[src/sv/nlpf_pkg.sv]
`timescale 1ns / 1ps
// Package for the newline packet framer with timeout.
// Holds the widths, codes and state type used by the framer top level.
package nlpf_pkg;

  localparam int MAX_PAYLOAD = 64;
  localparam int ADDR_W      = $clog2(MAX_PAYLOAD);
  localparam int FILL_W      = $clog2(MAX_PAYLOAD + 1);
  localparam int DATA_W      = 8;
  localparam int AGE_W       = 16;
  localparam int KIND_W      = 2;
  localparam int CFG_INDEX_W = 8;
  localparam int CFG_DATA_W  = 16;

  localparam logic [AGE_W-1:0]  TIMEOUT_RESET    = 16'd100;
  localparam logic [DATA_W-1:0] TERMINATOR_RESET = 8'd10;
  localparam logic [AGE_W-1:0]  AGE_MAX          = {AGE_W{1'b1}};

  localparam logic [CFG_INDEX_W-1:0] REG_TIMEOUT    = 8'd0;
  localparam logic [CFG_INDEX_W-1:0] REG_TERMINATOR = 8'd1;

  localparam logic ACT_BYTE = 1'b0;
  localparam logic ACT_TICK = 1'b1;

  typedef enum logic [KIND_W-1:0] {
    KIND_BYTE     = 2'd0,
    KIND_TOO_LONG = 2'd1,
    KIND_TIMEOUT  = 2'd2
  } kind_t;

  typedef enum logic [1:0] {
    ST_RUN,
    ST_READ,
    ST_SEND
  } state_t;

endpackage

[src/sv/newline_packet_framer_with_timeout_top.sv]
`timescale 1ns / 1ps
// Newline packet framer with timeout: collects bytes into a packet store and
// replays them as a framed stream. Depends on nlpf_pkg.
//
// Throughput: while collecting, one input word per cycle when the output
// register is free. A drop marker appears in the cycle after the word that
// causes it. A finished packet is read back from the store one byte at a
// time (read, then register), and input is held off until its last byte is sent.
// Reset: synchronous; returns to idle with timeout 100 and terminator 10.
// The store needs no clearing pass since only written entries are read.
module newline_packet_framer_with_timeout_top (
  input  logic                              clk,
  input  logic                              rst,
  input  logic                              s_tvalid,
  output logic                              s_tready,
  input  logic [nlpf_pkg::DATA_W-1:0]       s_tdata,   // data
  input  logic                              s_tuser,   // action
  output logic                              m_tvalid,
  input  logic                              m_tready,
  output logic [nlpf_pkg::DATA_W-1:0]       m_tdata,   // data_res
  output logic [nlpf_pkg::KIND_W-1:0]       m_tuser,   // kind
  output logic                              m_tlast,
  input  logic                              cfg_valid,
  output logic                              cfg_ready,
  input  logic [nlpf_pkg::CFG_INDEX_W-1:0]  cfg_index,
  input  logic [nlpf_pkg::CFG_DATA_W-1:0]   cfg_data
);
  import nlpf_pkg::*;

  state_t              state, state_next;
  logic                collecting, collecting_next;
  logic [FILL_W-1:0]   fill_count, fill_count_next;
  logic [AGE_W-1:0]    idle_age, idle_age_next;
  logic [ADDR_W-1:0]   rd_idx, rd_idx_next;
  logic [AGE_W-1:0]    timeout_ticks;
  logic [DATA_W-1:0]   terminator_byte;

  logic [DATA_W-1:0]   store [MAX_PAYLOAD];
  logic [DATA_W-1:0]   rd_data;

  logic                out_free;
  logic                in_fire;
  logic [AGE_W-1:0]    age_inc;
  logic                is_tick;
  logic                hit_timeout;
  logic                hit_full;
  logic                hit_term;
  logic                send_last;

  logic                wr_en;
  logic [ADDR_W-1:0]   wr_addr;
  logic                rd_en;
  logic                out_load;
  kind_t               out_kind;
  logic [DATA_W-1:0]   out_data;
  logic                out_last;

  assign cfg_ready = 1'b1;
  assign out_free  = !m_tvalid || m_tready;
  assign in_fire   = s_tvalid && s_tready;
  assign is_tick   = (s_tuser == ACT_TICK);
  assign age_inc   = (idle_age == AGE_MAX) ? idle_age : idle_age + 1'b1;
  assign hit_timeout = collecting && (age_inc > timeout_ticks);
  assign hit_full  = (fill_count == FILL_W'(MAX_PAYLOAD));
  assign hit_term  = (s_tdata == terminator_byte);
  assign send_last = ({1'b0, rd_idx} + 1'b1) == fill_count;

  // Next state.
  always_comb begin
    state_next = state;
    case (state)
      ST_RUN: begin
        if (in_fire && !is_tick && collecting && !hit_full && hit_term) begin
          state_next = ST_READ;
        end
      end
      ST_READ: begin
        state_next = ST_SEND;
      end
      ST_SEND: begin
        if (out_free) begin
          state_next = send_last ? ST_RUN : ST_READ;
        end
      end
      default: begin
        state_next = ST_RUN;
      end
    endcase
  end

  // Outputs and control strobes.
  always_comb begin
    s_tready = 1'b0;
    wr_en    = 1'b0;
    wr_addr  = fill_count[ADDR_W-1:0];
    rd_en    = 1'b0;
    out_load = 1'b0;
    out_kind = KIND_BYTE;
    out_data = rd_data;
    out_last = send_last;
    case (state)
      ST_RUN: begin
        s_tready = out_free;
        if (in_fire) begin
          if (is_tick) begin
            if (hit_timeout) begin
              out_load = 1'b1;
              out_kind = KIND_TIMEOUT;
              out_data = '0;
              out_last = 1'b1;
            end
          end else if (!collecting) begin
            wr_en   = 1'b1;
            wr_addr = '0;
          end else if (hit_full) begin
            out_load = 1'b1;
            out_kind = KIND_TOO_LONG;
            out_data = '0;
            out_last = 1'b1;
          end else begin
            wr_en = 1'b1;
          end
        end
      end
      ST_READ: begin
        rd_en = 1'b1;
      end
      ST_SEND: begin
        out_load = out_free;
      end
      default: begin
        s_tready = 1'b0;
      end
    endcase
  end

  // Framing state.
  always_comb begin
    collecting_next = collecting;
    fill_count_next = fill_count;
    idle_age_next   = idle_age;
    rd_idx_next     = rd_idx;
    case (state)
      ST_RUN: begin
        if (in_fire) begin
          if (is_tick) begin
            idle_age_next = age_inc;
            if (hit_timeout) begin
              collecting_next = 1'b0;
              fill_count_next = '0;
              idle_age_next   = '0;
            end
          end else begin
            idle_age_next = '0;
            if (!collecting) begin
              collecting_next = 1'b1;
              fill_count_next = FILL_W'(1);
            end else if (hit_full) begin
              collecting_next = 1'b0;
              fill_count_next = '0;
            end else begin
              fill_count_next = fill_count + 1'b1;
              rd_idx_next     = '0;
            end
          end
        end
      end
      ST_SEND: begin
        if (out_free) begin
          if (send_last) begin
            collecting_next = 1'b0;
            fill_count_next = '0;
            idle_age_next   = '0;
          end else begin
            rd_idx_next = rd_idx + 1'b1;
          end
        end
      end
      default: begin
        rd_idx_next = rd_idx;
      end
    endcase
  end

  always_ff @(posedge clk) begin
    if (rst) begin
      state      <= ST_RUN;
      collecting <= 1'b0;
      fill_count <= '0;
      idle_age   <= '0;
      rd_idx     <= '0;
    end else begin
      state      <= state_next;
      collecting <= collecting_next;
      fill_count <= fill_count_next;
      idle_age   <= idle_age_next;
      rd_idx     <= rd_idx_next;
    end
  end

  always_ff @(posedge clk) begin
    if (rst) begin
      timeout_ticks   <= TIMEOUT_RESET;
      terminator_byte <= TERMINATOR_RESET;
    end else if (cfg_valid && cfg_ready) begin
      if (cfg_index == REG_TIMEOUT) begin
        timeout_ticks <= cfg_data;
      end else if (cfg_index == REG_TERMINATOR) begin
        terminator_byte <= cfg_data[DATA_W-1:0];
      end
    end
  end

  always_ff @(posedge clk) begin
    if (wr_en) begin
      store[wr_addr] <= s_tdata;
    end
  end

  always_ff @(posedge clk) begin
    if (rd_en) begin
      rd_data <= store[rd_idx];
    end
  end

  always_ff @(posedge clk) begin
    if (rst) begin
      m_tvalid <= 1'b0;
    end else if (out_load) begin
      m_tvalid <= 1'b1;
    end else if (m_tready) begin
      m_tvalid <= 1'b0;
    end
  end

  always_ff @(posedge clk) begin
    if (out_load) begin
      m_tdata <= out_data;
      m_tuser <= out_kind;
      m_tlast <= out_last;
    end
  end

endmodule

[config.mk]
export PLATFORM = sky130hd
export DESIGN_NAME = newline_packet_framer_with_timeout_top
export DESIGN_NICKNAME = d
export VERILOG_FILES = /design/src/sv/nlpf_pkg.sv /design/src/sv/newline_packet_framer_with_timeout_top.sv
export SDC_FILE = /design/constraint.sdc
export NUM_CORES = 1
export LEC_CHECK = 0
export BUFFER_PORTS_ARGS = -buffer_cell sky130_fd_sc_hd__buf_2
export CAP_MARGIN = 20
export CORE_ASPECT_RATIO = 1.25
export CORE_UTILIZATION = 62
export DETAILED_ROUTE_END_ITERATION = 16
export GPL_ROUTABILITY_DRIVEN = 0
export PLACE_DENSITY = 0.75
export SLEW_MARGIN = 20
export SYNTH_ARGS = -nofsm -noshare
export SYNTH_HDL_FRONTEND = slang
export SYNTH_SLANG_ARGS = --single-unit
[constraint.sdc]
create_clock -name clk -period 5.2 [get_ports clk]
set_clock_uncertainty 0.1 [all_clocks]
set_input_delay 1.56 -clock clk [delete_from_list [all_inputs] [get_ports clk]]
set_output_delay 1.56 -clock clk [all_outputs]
set_load 0.03 [all_outputs]
==> results.sh <==
export IMPL_status="finished, final reports clean"
export IMPL_synth_top_area_share=0.667
export IMPL_drt_iter0_markers=1264
export IMPL_place_hpwl_um=32200
export IMPL_slew_violations=0
export IMPL_post_cts_setup_buffer_count=0
export IMPL_cts_sinks=588
export IMPL_syn_num_nets=1337
export IMPL_async_flop_share=0
export IMPL_place_ws_ns=0.397
export IMPL_p_switching_mw=1.85
export IMPL_tightest_slew_ns=0.969
export IMPL_drive_gt1_frac=0.254
export IMPL_initial_utilization=0.627
export IMPL_area_growth_pct=11.7
export IMPL_overflow=0
export IMPL_r2r_setup_slack_ns=0.47
export IMPL_setup_viol=0
export IMPL_wl_met3_um=3360
export IMPL_sw_frac_of_total=0.197
export IMPL_cp_common_cell="nor2_1"
export IMPL_p_clk_frac=0.435
export IMPL_root_buffer="clkbuf_16"
export IMPL_dieArea_um2=39400
export IMPL_diodes=0
export IMPL_critPathSlowestCell="or3_1"
export IMPL_synth_area_um2=23900
export IMPL_track_usage=0.278
export IMPL_cts_buffer_depth=3
export IMPL_wl_met1_um=20600
export IMPL_fin_nets=1424
export IMPL_seq_area_frac_synth=0.715
export IMPL_die_x_um=178
export IMPL_worst_setup_path_start_kind="flip-flop"
export IMPL_hp_class="flip-flop to flip-flop"
export IMPL_nFillCells=2319
export IMPL_wl_met2_um=27200
export IMPL_worstPathArrival_ns=4.86
export IMPL_fp_dieH_um=222
export IMPL_final_cell_mix="edfxtp_1, mux4_2, nor2_1, clkbuf_16, dfxtp_1"
export IMPL_p_int_mw=7.54
export IMPL_ys_ff_latch=588
export IMPL_ant_nets=0
export IMPL_synth_cells=1279
export IMPL_hold_viol=0
export IMPL_whs_endpoint="timeout_ticks[10]"
export IMPL_synth_cell_types=58
export IMPL_end_kind="flip-flop"
export IMPL_slowest_delay_ns=0.45
export IMPL_numPortBuffers=50
export IMPL_rsz0062_at_grt="no"
export IMPL_timing_rr_end="m_tuser[1]"
export IMPL_hold_depth=2
export IMPL_fp_coreArea_um2=38100
export IMPL_avgRoutedWirePerCell_um=27.6
export IMPL_row_count=80
export IMPL_max_freq_ghz=0.211
export IMPL_worstPathRequired_ns=5.33
export IMPL_io_pins=52
export IMPL_leakage_nw=8.35
export IMPL_vdd_ir_drop_max_mv=0.267
export IMPL_rr_worst_depth=15
export IMPL_drc_errors=0
export IMPL_ctsResizeCount=0
export IMPL_grt_pass1_wl_um=78600
export IMPL_grt_pass1_vias=12518
export IMPL_ys_warn_count=0
export IMPL_worst_slack_ns=0.469
export IMPL_synth_edff_count=531
export IMPL_critPathBufInv=0
export IMPL_pwr_share_comb=0.017
export IMPL_cts_tree="done"
export IMPL_final_common_cell="edfxtp_1"
export IMPL_synth_top_area_cell="edfxtp_1"
export IMPL_grt_max_degree=94
export IMPL_num_vias=12358
export IMPL_powerDensity_nw_per_um2=352
export IMPL_cp_cell_sequence="ha_1 > nand3_1 > or3_1 > nor2_1 > nor2_1 > and2_1 > xnor2_1 > ha_1 > a41o_1 > a21oi_1 > or3_1 > a41oi_1 > and4_1 > nor2_1 > nand2_1"
export IMPL_drv_cap=0
export IMPL_worst_setup_hold_path_clk_slew_ns=0.06
export IMPL_hp_start="timeout_ticks[10]"
export IMPL_pwr_share_seq=0.548
export IMPL_synth_area_leaders="edfxtp_1, mux4_2, dfxtp_1"
export IMPL_reg2reg_from="idle_age[1]"
export IMPL_worstSkewPairLatency_ns=0.60
export IMPL_grt_antenna_before_repair=1
export IMPL_tns_ns=0
export IMPL_path_max_fanout=11
export IMPL_routed_wl_um=52600
export IMPL_syn_area_per_cell_um2=18.7
export IMPL_first_pass_iters=5
export IMPL_relSlewSlack=0.349
export IMPL_fin_crit_sh=0.910
export IMPL_critPathKind="flip-flop to flip-flop"
export IMPL_cts_made_buffers=55
export IMPL_cts_hold_buffers_added=0
export IMPL_dr_max_layer_used="met4"
export IMPL_power_mw=9.40
export IMPL_h_tree_depth=2
export IMPL_ys_flop_type="edfxtp_1"
export IMPL_fin_crit_ns=4.73
export IMPL_drt_vias_per_instance=6.49
export IMPL_cp_top_family="simple AND/OR/NAND/NOR gates"
==> worst register-to-register path: stages, from the launching register on <==
cell and delay, ns:
dfxtp_1 0.37, ha_1 0.22, nand3_1 0.13, or3_1 0.45, nor2_1 0.44, nor2_1 0.21, and2_1 0.23, xnor2_1 0.13
ha_1 0.31, a41o_1 0.18, a21oi_1 0.11, or3_1 0.11, a41oi_1 0.22, and4_1 0.31, nor2_1 0.43, nand2_1 0.42
==> metal layers <==
| layer | vias to the layer above | global-route usage |
|---|---|---|
| li1 | 5316 | - |
| met2 | 527 | 0.468 |
| met5 | - | 0 |
| met1 | 6426 | 0.381 |
| met3 | 89 | 0.0401 |
| met4 | 0 | 0.0835 |
==> through the flow <==
stage	instances	hold slack, ns	cell area (µm²)	utilization
after detailed placement	1800	0.381	24800	0.652
final	1904	0.392	26700	0.700
after global placement	1800	0.368	24800	0.652
after floorplan	1279	0.354	23900	-
after global routing	1904	0.409	26700	0.700
after CTS	1903	0.395	26700	0.700
==> power by group through the flow <==
stage	sequential, mW	combinational, mW	clock (mW)
final	5.15	0.161	4.08
after global routing	5.15	0.173	4.30
after CTS	5.15	0.162	4.13
after detailed placement	5.25	0.160	0
after global placement	5.25	0.153	0
after floorplan	5.25	0.0503	0
==> synthesized netlist by cell type (all sizes together) (9+ instances only) <==
cell type and number:
nand4 16, xor2 11, inv 27, xnor2 16, or3 11, and2 10, ha 20, clkbuf 38
dfxtp 57, edfxtp 531, nor2 112, mux2i 24, o21ai 9, mux4 168, nor3 14, nand2 49
a21oi 28, nand3 30, buf 28
==> registers in the layout, indices dropped and copies added (netlist names) <==
name,cells
store,512
idle_age,16
timeout_ticks,16
m_tdata,8
rd_data,8
terminator_byte,8
fill_count,7
rd_idx,6
m_tuser,2
state,2
collecting,1
m_tlast,1
m_tvalid,1
==> layout make-up <==
cell class,count,area (µm²),share of cell area
timing repair buffer,96,637,0.0239
inverter,28,105,0.00394
clock inverter,35,368,0.0138
multi-input combinational,597,6410,0.240
tap,492,616,0.0231
clock buffer,68,1470,0.0550
sequential,588,17100,0.640
==> worst max-delay path by stage <==
stage               cells past startpoint      endpoint   startpoint
CTS                                    15   idle_age[4]  idle_age[1]
global route                           14    m_tuser[1]  idle_age[0]
global placement                        7  store[16][6]     m_tready
finish                                 15    m_tuser[1]  idle_age[1]
detailed placement                     15   idle_age[4]  idle_age[1]
floorplan                              16    m_tdata[0]  idle_age[0]
==> cells by family (layout without fill, tap and decap cells) <==
group | Yosys count | in the layout | synth area share
xor+xnor | 27 | 27 | 0.00989
compound gates | 74 | 74 | 0.0214
flops | 588 | 588 | 0.715
mux | 198 | 198 | 0.171
buf+inv | 94 | 227 | 0.0176
simple gates | 277 | 277 | 0.0548
fa+ha+maj | 20 | 20 | 0.0105
other cells | 1 | 1 | 0.000157
Note: power is estimated with default switching activity, not from simulation.
